$ cat src/design/ospab_pkg.sv
// ospab_pkg: shared types and codes for the alarm bank
// item structs, operation and status codes, controller/datapath handshake structs
// no dependencies
package ospab_pkg;

	localparam logic [3:0] OP_CREATE      = 4'd0;
	localparam logic [3:0] OP_DELETE      = 4'd1;
	localparam logic [3:0] OP_ONCE        = 4'd2;
	localparam logic [3:0] OP_ONCE_AT     = 4'd3;
	localparam logic [3:0] OP_PERIODIC    = 4'd4;
	localparam logic [3:0] OP_PERIODIC_AT = 4'd5;
	localparam logic [3:0] OP_STOP        = 4'd6;
	localparam logic [3:0] OP_RESTART     = 4'd7;
	localparam logic [3:0] OP_QUERY       = 4'd8;
	localparam logic [3:0] OP_TIME        = 4'd9;
	localparam logic [3:0] OP_TICK        = 4'd10;

	localparam logic [1:0] ST_OK      = 2'd0;
	localparam logic [1:0] ST_INVAL   = 2'd1;
	localparam logic [1:0] ST_STATE   = 2'd2;
	localparam logic [1:0] ST_NO_FREE = 2'd3;

	typedef struct packed {
		logic [3:0]  operation;
		logic [3:0]  slot;
		logic [63:0] time_us;
		logic [63:0] first_at_us;
		logic [63:0] now_us;
	} in_item_t;

	typedef struct packed {
		logic [1:0]  status;
		logic [3:0]  result_slot;
		logic        is_active;
		logic [63:0] time_now_us;
		logic        fired;
		logic        last;
	} out_item_t;

	// one slot's timing entry
	typedef struct packed {
		logic [63:0] alarm;
		logic [63:0] period;
	} entry_t;

	// controller to datapath
	typedef struct packed {
		logic load;   // latch the input item and read its slot
		logic exec;   // carry out a single-result operation
		logic step;   // evaluate one slot of a tick scan
		logic close;  // send the closing result of a tick
	} cmd_t;

	// datapath to controller
	typedef struct packed {
		logic is_tick;
		logic due;
		logic scan_last;
		logic out_free;
	} sts_t;

endpackage

$ cat src/design/ospab_ctrl.sv
// ospab_ctrl: sequencing state machine of the alarm bank
// drives cmd_t to the datapath from its sts_t; uses ospab_pkg
module ospab_ctrl (
	input  logic             clk,
	input  logic             arst_n,
	input  logic             req_valid,
	output logic             req_stall,
	input  ospab_pkg::sts_t  sts,
	output ospab_pkg::cmd_t  cmd
);

	localparam logic [1:0] S_IDLE  = 2'd0;
	localparam logic [1:0] S_EXEC  = 2'd1;
	localparam logic [1:0] S_SCAN  = 2'd2;
	localparam logic [1:0] S_CLOSE = 2'd3;

	logic [1:0] state_q;
	logic [1:0] state_d;

	assign req_stall = (state_q != S_IDLE);

	always_comb begin
		cmd     = '0;
		state_d = state_q;
		unique case (state_q)
			S_IDLE: begin
				if (req_valid) begin
					cmd.load = 1'b1;
					state_d  = S_EXEC;
				end
			end
			S_EXEC: begin
				if (sts.is_tick) begin
					state_d = S_SCAN;
				end else if (sts.out_free) begin
					cmd.exec = 1'b1;
					state_d  = S_IDLE;
				end
			end
			S_SCAN: begin
				// a due slot waits for room in the output register
				if (!sts.due || sts.out_free) begin
					cmd.step = 1'b1;
					if (sts.scan_last) state_d = S_CLOSE;
				end
			end
			S_CLOSE: begin
				if (sts.out_free) begin
					cmd.close = 1'b1;
					state_d   = S_IDLE;
				end
			end
			default: state_d = S_IDLE;
		endcase
	end

	always_ff @(posedge clk or negedge arst_n) begin
		if (!arst_n) begin
			state_q <= S_IDLE;
		end else begin
			state_q <= state_d;
		end
	end

endmodule

$ cat src/design/ospab_dp.sv
// ospab_dp: datapath of the alarm bank
// slot flags, alarm/period memory, scan index and output register; uses ospab_pkg
module ospab_dp #(
	parameter int NUM_SLOTS = 16
) (
	input  logic                 clk,
	input  logic                 arst_n,
	input  ospab_pkg::cmd_t      cmd,
	output ospab_pkg::sts_t      sts,
	input  ospab_pkg::in_item_t  req,
	input  logic                 rsp_stall,
	output logic                 rsp_valid,
	output ospab_pkg::out_item_t rsp
);

	localparam int IW = (NUM_SLOTS > 1) ? $clog2(NUM_SLOTS) : 1;
	localparam logic [IW-1:0] LAST_IDX = IW'(NUM_SLOTS - 1);

	ospab_pkg::in_item_t  req_q;
	ospab_pkg::entry_t    mem_q [NUM_SLOTS];
	ospab_pkg::entry_t    rd_q;
	ospab_pkg::entry_t    wdata;
	ospab_pkg::out_item_t out_q;
	ospab_pkg::out_item_t out_d;
	logic                 out_valid_q;
	logic                 out_ld;

	logic [NUM_SLOTS-1:0] alloc_q;
	logic [NUM_SLOTS-1:0] alloc_d;
	logic [NUM_SLOTS-1:0] active_q;
	logic [NUM_SLOTS-1:0] active_d;
	logic [IW-1:0]        idx_q;
	logic [IW-1:0]        sidx;
	logic [IW-1:0]        raddr;
	logic [IW-1:0]        waddr;
	logic [IW-1:0]        free_idx;
	logic                 free_found;
	logic                 re;
	logic                 we;
	logic                 sok;
	logic                 v;
	logic                 act;
	logic                 due;
	logic [63:0]          sum;
	logic [1:0]           st;

	function automatic logic slot_in_range(input logic [3:0] s);
		return ({28'd0, s} < 32'(NUM_SLOTS));
	endfunction

	function automatic logic [IW-1:0] slot_to_idx(input logic [3:0] s);
		return slot_in_range(s) ? IW'(s) : '0;
	endfunction

	assign sok  = slot_in_range(req_q.slot);
	assign sidx = slot_to_idx(req_q.slot);
	assign v    = sok && alloc_q[sidx];
	assign act  = active_q[sidx];
	assign sum  = req_q.now_us + req_q.time_us;
	assign due  = alloc_q[idx_q] && active_q[idx_q] && (rd_q.alarm <= req_q.now_us);

	assign sts.is_tick   = (req_q.operation == ospab_pkg::OP_TICK);
	assign sts.due       = due;
	assign sts.scan_last = (idx_q == LAST_IDX);
	assign sts.out_free  = !out_valid_q || !rsp_stall;

	// lowest free slot
	always_comb begin
		free_found = 1'b0;
		free_idx   = '0;
		for (int i = NUM_SLOTS - 1; i >= 0; i--) begin
			if (!alloc_q[i]) begin
				free_found = 1'b1;
				free_idx   = IW'(i);
			end
		end
	end

	// read port: addressed slot on load (slot 0 for a tick), next slot during a scan
	always_comb begin
		re    = 1'b0;
		raddr = '0;
		if (cmd.load) begin
			re    = 1'b1;
			raddr = (req.operation == ospab_pkg::OP_TICK) ? '0 : slot_to_idx(req.slot);
		end else if (cmd.step && !sts.scan_last) begin
			re    = 1'b1;
			raddr = idx_q + 1'b1;
		end
	end

	always_comb begin
		alloc_d  = alloc_q;
		active_d = active_q;
		we       = 1'b0;
		waddr    = sidx;
		wdata    = '0;
		st       = ospab_pkg::ST_OK;
		out_ld   = 1'b0;
		out_d    = '0;
		if (cmd.exec) begin
			out_ld     = 1'b1;
			out_d.last = 1'b1;
			unique case (req_q.operation)
				ospab_pkg::OP_CREATE: begin
					if (free_found) begin
						alloc_d[free_idx]  = 1'b1;
						active_d[free_idx] = 1'b0;
						we                 = 1'b1;
						waddr              = free_idx;
						out_d.result_slot  = 4'(free_idx);
					end else begin
						st = ospab_pkg::ST_NO_FREE;
					end
				end
				ospab_pkg::OP_DELETE: begin
					if (!v) begin
						st = ospab_pkg::ST_INVAL;
					end else begin
						alloc_d[sidx]  = 1'b0;
						active_d[sidx] = 1'b0;
						we             = 1'b1;
					end
				end
				ospab_pkg::OP_ONCE, ospab_pkg::OP_PERIODIC: begin
					if (!v || sum == 64'd0) begin
						st = ospab_pkg::ST_INVAL;
					end else if (act) begin
						st = ospab_pkg::ST_STATE;
					end else begin
						we             = 1'b1;
						wdata.alarm    = sum;
						wdata.period   = (req_q.operation == ospab_pkg::OP_PERIODIC) ?
						                 req_q.time_us : 64'd0;
						active_d[sidx] = 1'b1;
					end
				end
				ospab_pkg::OP_ONCE_AT: begin
					if (!v || req_q.time_us <= req_q.now_us) begin
						st = ospab_pkg::ST_INVAL;
					end else if (act) begin
						st = ospab_pkg::ST_STATE;
					end else begin
						we             = 1'b1;
						wdata.alarm    = req_q.time_us;
						active_d[sidx] = 1'b1;
					end
				end
				ospab_pkg::OP_PERIODIC_AT: begin
					if (!v || req_q.first_at_us <= req_q.now_us) begin
						st = ospab_pkg::ST_INVAL;
					end else if (act) begin
						st = ospab_pkg::ST_STATE;
					end else begin
						we             = 1'b1;
						wdata.alarm    = req_q.first_at_us;
						wdata.period   = req_q.time_us;
						active_d[sidx] = 1'b1;
					end
				end
				ospab_pkg::OP_STOP: begin
					if (!v) st = ospab_pkg::ST_INVAL;
					else if (!act) st = ospab_pkg::ST_STATE;
					else active_d[sidx] = 1'b0;
				end
				ospab_pkg::OP_RESTART: begin
					if (!v) begin
						st = ospab_pkg::ST_INVAL;
					end else if (!act || req_q.time_us == 64'd0) begin
						st = ospab_pkg::ST_STATE;
					end else begin
						// a one-shot keeps its zero period
						we           = 1'b1;
						wdata.alarm  = sum;
						wdata.period = (rd_q.period != 64'd0) ? req_q.time_us : 64'd0;
					end
				end
				ospab_pkg::OP_QUERY: out_d.is_active = v && act;
				ospab_pkg::OP_TIME:  out_d.time_now_us = req_q.now_us;
				default:             st = ospab_pkg::ST_INVAL;
			endcase
			out_d.status = st;
		end else if (cmd.step && due) begin
			out_ld            = 1'b1;
			out_d.result_slot = 4'(idx_q);
			out_d.fired       = 1'b1;
			if (rd_q.period != 64'd0) begin
				we           = 1'b1;
				waddr        = idx_q;
				wdata.alarm  = rd_q.alarm + rd_q.period;
				wdata.period = rd_q.period;
			end else begin
				active_d[idx_q] = 1'b0;
			end
		end else if (cmd.close) begin
			out_ld     = 1'b1;
			out_d.last = 1'b1;
		end
	end

	always_ff @(posedge clk) begin
		if (cmd.load) req_q <= req;
		if (we) mem_q[waddr] <= wdata;
		if (re) rd_q <= mem_q[raddr];
		if (out_ld) out_q <= out_d;
	end

	always_ff @(posedge clk or negedge arst_n) begin
		if (!arst_n) begin
			alloc_q     <= '0;
			active_q    <= '0;
			idx_q       <= '0;
			out_valid_q <= 1'b0;
		end else begin
			alloc_q  <= alloc_d;
			active_q <= active_d;
			if (cmd.load) idx_q <= '0;
			else if (cmd.step && !sts.scan_last) idx_q <= idx_q + 1'b1;
			if (out_ld) out_valid_q <= 1'b1;
			else if (!rsp_stall) out_valid_q <= 1'b0;
		end
	end

	assign rsp_valid = out_valid_q;
	assign rsp       = out_q;

	a_active_alloc: assert property (@(posedge clk) disable iff (!arst_n)
		(active_q & ~alloc_q) == '0)
		else $error("active slot that is not allocated");

	a_idx_range: assert property (@(posedge clk) disable iff (!arst_n)
		idx_q <= LAST_IDX)
		else $error("scan index beyond the last slot");

	a_load_no_emit: assert property (@(posedge clk) disable iff (!arst_n)
		cmd.load |-> !out_ld)
		else $error("item taken in the cycle a result is produced");

	a_fired_shape: assert property (@(posedge clk) disable iff (!arst_n)
		$past(cmd.step && due) |-> out_valid_q && out_q.fired && !out_q.last)
		else $error("due slot did not produce a fired result");

endmodule

$ cat src/design/one_shot_periodic_alarm_bank.sv
// one_shot_periodic_alarm_bank: top level of the alarm slot bank
// joins ospab_ctrl and ospab_dp; uses ospab_pkg
//
//  channel  direction  handshake             payload
//  req      in         req_valid/req_stall   ospab_pkg::in_item_t
//  rsp      out        rsp_valid/rsp_stall   ospab_pkg::out_item_t
//
// one item at a time: a register operation loads its result in the exec state, once the
// output register has room; a tick decodes in the exec state, then reads one
// slot per cycle from the alarm/period memory while no due slot waits for room in
// the output register, and loads its closing result in the close state
// any result waits while the one before it is stalled on rsp
// reset clears all slot flags; the memory needs no clearing since its entries
// are read only for allocated slots and create writes zeros
module one_shot_periodic_alarm_bank #(
	parameter int NUM_SLOTS = 16
) (
	input  logic                 clk,
	input  logic                 arst_n,
	input  logic                 req_valid,
	output logic                 req_stall,
	input  ospab_pkg::in_item_t  req,
	output logic                 rsp_valid,
	input  logic                 rsp_stall,
	output ospab_pkg::out_item_t rsp
);

	ospab_pkg::cmd_t cmd;
	ospab_pkg::sts_t sts;

	ospab_ctrl u_ctrl (
		.clk       (clk),
		.arst_n    (arst_n),
		.req_valid (req_valid),
		.req_stall (req_stall),
		.sts       (sts),
		.cmd       (cmd)
	);

	ospab_dp #(
		.NUM_SLOTS (NUM_SLOTS)
	) u_dp (
		.clk       (clk),
		.arst_n    (arst_n),
		.cmd       (cmd),
		.sts       (sts),
		.req       (req),
		.rsp_stall (rsp_stall),
		.rsp_valid (rsp_valid),
		.rsp       (rsp)
	);

endmodule

$ cat config.mk
export PLATFORM = sky130hd
export DESIGN_NAME = one_shot_periodic_alarm_bank
export DESIGN_NICKNAME = d
export VERILOG_FILES = /design/src/design/ospab_pkg.sv /design/src/design/ospab_ctrl.sv /design/src/design/ospab_dp.sv /design/src/design/one_shot_periodic_alarm_bank.sv
export SDC_FILE = /design/constraint.sdc
export NUM_CORES = 2
export LEC_CHECK = 0
export BUFFER_PORTS_ARGS = -buffer_cell sky130_fd_sc_hd__buf_2
export CORE_ASPECT_RATIO = 1.2
export CORE_UTILIZATION = 40
export CTS_BUF_LIST = sky130_fd_sc_hd__clkbuf_4 sky130_fd_sc_hd__clkbuf_8
export DETAILED_ROUTE_END_ITERATION = 16
export HOLD_SLACK_MARGIN = 0.03
export PLACE_DENSITY = 0.56
export SLEW_MARGIN = 10
export SYNTH_ARGS = -nofsm -noshare
export SYNTH_HDL_FRONTEND = slang
export SYNTH_SLANG_ARGS = --single-unit
export TNS_END_PERCENT = 10
$ cat constraint.sdc
create_clock -name clk -period 16.9 [get_ports clk]
set_input_delay 3.38 -clock clk [delete_from_list [all_inputs] [get_ports clk]]
set_output_delay 3.38 -clock clk [all_outputs]
set_load 0.01 [all_outputs]
==> results.md <==
- GR Overflow Total: 0
- Post-synth EDFFs: 2449
- RD Place Congestion: 0.983
- Mean Syn Cell Area: 13.1 µm²
- H-tree levels: 5
- Post-synthesis sequential area ratio: about two thirds
- First-iteration detailed-routing DRC count: 8792
- CP required: ~18 ns
- Vias in the first global route: around 73000
- Area growth syn-to-layout: 11.9%
- Gr usage total: between 20% and 30%
- Clock Sink Count: 2488
- Routed wire length: 382000 µm
- Clock slew at reported path FFs: 0.07 ns
- Routed vias/inst: 6.00
- Placed cells: 12051
- Die Footprint: 280000 µm²
- Critical path startpoint category: flop
- Via count: 76452
- Worst path max stage delay: roughly 0.9 ns
- Pins Over Slew Limit: 0
- First-pass DRT Iterations: 8
- Min-Delay Path Class: flop to flop
- Die Width: roughly 480 µm
- Starting density of the core: 40.3%
- FMAX: 119 MHz
- Dpl hpwl: ~230000 µm
- Layout Skew: 0.125 ns
- Post-DRT Antenna Nets: 0
- Most used DFF post-synth: edfxtp_1
- FFs w/ async S/R, synth: 1.57%
- Largest net degree at the start of global routing: 189
- Core region area: 276000 µm²
- Status: finished clean
- Clock Tree Buf Depth: 4
- Cts hold-fix bufs: 0
- Clock buffer count from CTS: roughly 400
- Clock Latency Late Sink: 1.08 ns
- Worst setup EP type: flop
- Initial antenna violation count: 16
- Num rows: 211
- Setup TNS: 0 ns
- Finished Layout Cells: 12743
- WL/cell: 30.0 µm
- Synth cell types: between 90 and 100
- Rel. slew slack: 8.22%
- Min Tclk post-route: 8.38 ns
- Worst Path Arrival: 9.02 ns
- Root Buffer: clkbuf_8
- Critical path class: flop to flop
- Ys Warns: 0
- Peak VDD IR: roughly 99 µV
- Syn Std Cell Area: 111000 µm²
- Port-buffer cells: 278
- Max-Cap Viols: 0
- Post-Synthesis Cells: 8476
- Fill count: 24978
- RSZ-0062 raised after global routing: no
- Resize count post-CTS: 0
- Post-CTS Setup Bufs: 0
- Share of cells above drive strength 1: 12.9%
- Final period utilization: 49.6%
- Top Ports: 279
- Yosys reg bits: roughly 2500
- CP max stage cell: o41ai_2
- First-pass GRT wire length: 537000 µm
- Post-route DRC violation count: 0
- Final nets: roughly 9400
- Die Height: about 580 µm
- Leak: 0.0388 µW
- Final Hold Vio Count: 0
- Most used cell, CP: buf_4
- Worst Max-Slew Pin Slew: 1.37 ns
- Crit path cell chain: ha_1 -> inv_1 -> fa_1 -> o21bai_1 -> a211oi_1 -> o21ai_1 -> a21oi_1 -> o41ai_2 -> a21oi_1 -> xnor2_1 -> nand4_1 -> nor4_1 -> nand4_1 -> o41ai_4 -> and3_1 -> nor3_2 -> buf_4 -> buf_4 -> buf_4
- Total power divided by cell area: 141 nW/µm²
- Critical-path maximum fanout: 36
- Final setup viols: 0
- Post-Syn Nets: 9004
- CTS tree: yes
==> critical path: cells and delay by family (launching register included) <==
kind                     cells  cell delay [ns]
adder cells (fa/ha/maj)      2             0.64
buffers and inverters        4             1.37
AND/OR/NAND/NOR              5             1.74
XOR/XNOR                     1             0.40
flip-flops                   1             0.47
AO/OA/AOI/OAI                7             3.21
==> sequential cells by signal, summed over array words and instances (netlist names) <==
signal,count
u_dp.rsp_valid,1
u_dp.mem_q,2048
u_dp.active_q,16
u_dp.rd_q,128
u_ctrl.state_q,2
u_dp.rsp,73
u_dp.alloc_q,16
u_dp.idx_q,4
u_dp.sidx,4
u_dp.req_q,196
==> cell families (layout without fill, tap and decap cells) <==
group | Yosys count | after routing | synth area share, %
mux | 293 | 293 | 2.88
other cells | 0 | 10 | 0
buf+inv | 660 | 1296 | 2.63
compound gates | 1999 | 1999 | 12.3
xor+xnor | 102 | 102 | 0.805
simple gates | 2610 | 2610 | 10.6
fa+ha+maj | 324 | 324 | 3.67
flops | 2488 | 2488 | 67.2
==> cell type report <==
class                           count  area [µm²]  share of cell area [%]
Sequential cell                  2488       74500                    60.0
Multi-Input combinational cell   5328       33900                    27.3
Clock buffer                      525        6450                    5.20
Tap cell                         3621        4530                    3.65
Timing Repair Buffer              466        3080                    2.48
Clock inverter                    155        1080                   0.870
Inverter                          150         571                   0.460
Antenna cell                       10        25.0                  0.0202
==> through the flow <==
stage	area [µm²]	total power, µW	utilization [%]	setup WS (ns)	hold WS (ns)
after global placement	116000	12400	42.2	7.90	0.557
after global routing	124000	18200	45.0	8.37	0.618
after floorplan	111000	10600	-	1.73	0.522
final	124000	17500	45.0	8.52	0.582
after detailed placement	116000	12400	42.2	7.83	0.564
after CTS	124000	17500	45.0	8.88	0.573
==> synth_stat cells (all sizes together) (133+ instances only) <==
cell / n / area [µm²]
nand3: 429 / 2150
ha: 322 / 4030
nor2: 167 / 627
mux2i: 263 / 2630
buf: 243 / 1340
a32oi: 133 / 1180
nand2: 1488 / 5590
inv: 150 / 563
o211ai: 145 / 1090
a22o: 195 / 1710
a22oi: 192 / 1450
a21oi: 719 / 3600
edfxtp: 2449 / 73500
clkbuf: 267 / 1020
==> layer usage <==
metal | global-route usage (%) | routed length, µm | part of all wire (%)
met5 | 0 | 41 | 0.011
met4 | 12.3 | 18500 | 4.8
met3 | 4.67 | 29900 | 7.8
met2 | 42.8 | 178000 | 46
met1 | 35.5 | 156000 | 41
==> final timing paths <==
check	from	endpoint	slack [ns]	cells past startpoint
min in group asynchronous	arst_n	u_dp.alloc_q[6]$_DFFE_PN0P_	2.49	1
max	u_dp.req_q[128]$_DFFE_PP_	u_dp.mem_q[11][11]$_DFFE_PP_	8.52	19
max reg2reg	u_dp.req_q[128]$_DFFE_PP_	u_dp.mem_q[11][11]$_DFFE_PP_	8.52	19
min	u_dp.active_q[1]$_DFFE_PN0P_	u_dp.active_q[1]$_DFFE_PN0P_	0.58	2
min reg2reg	u_dp.active_q[1]$_DFFE_PN0P_	u_dp.active_q[1]$_DFFE_PN0P_	0.58	2
max in group asynchronous	arst_n	u_dp.alloc_q[14]$_DFFE_PN0P_	13.76	1
==> layout by cell type, fill, tap and decap left out, types with 23 or more instances in the layout <==
cell,n
nand2b_1,37
o211ai_1,145
clkinv_1,94
a32oi_1,132
o21bai_1,35
inv_1,149
nor2_1,165
mux2i_1,263
a22o_1,195
buf_4,165
a22oi_1,191
nor4_1,71
xnor2_1,79
clkbuf_4,125
dfrtp_1,39
o221ai_1,48
o21a_1,24
a21oi_1,717
ha_1,322
clkbuf_8,401
a211oi_1,33
clkinv_2,25
a21o_1,112
nand2_1,1486
nor2b_1,48
nor3_1,69
xor2_1,23
buf_2,278
o31ai_1,46
o21ai_0,120
edfxtp_1,2449
and2_1,77
nand4_1,80
nand3_1,428
==> power breakdown <==
group | leakage, µW | internal [µW] | total (µW) | switching, µW
clock | 0.00395 | 2650 | 5050 | 2400
sequential | 0.0192 | 7200 | 7700 | 501
combinational | 0.0157 | 1480 | 4750 | 3270
total | 0.0388 | 11300 | 17500 | 6170
Power figures use the tool's default switching activity.
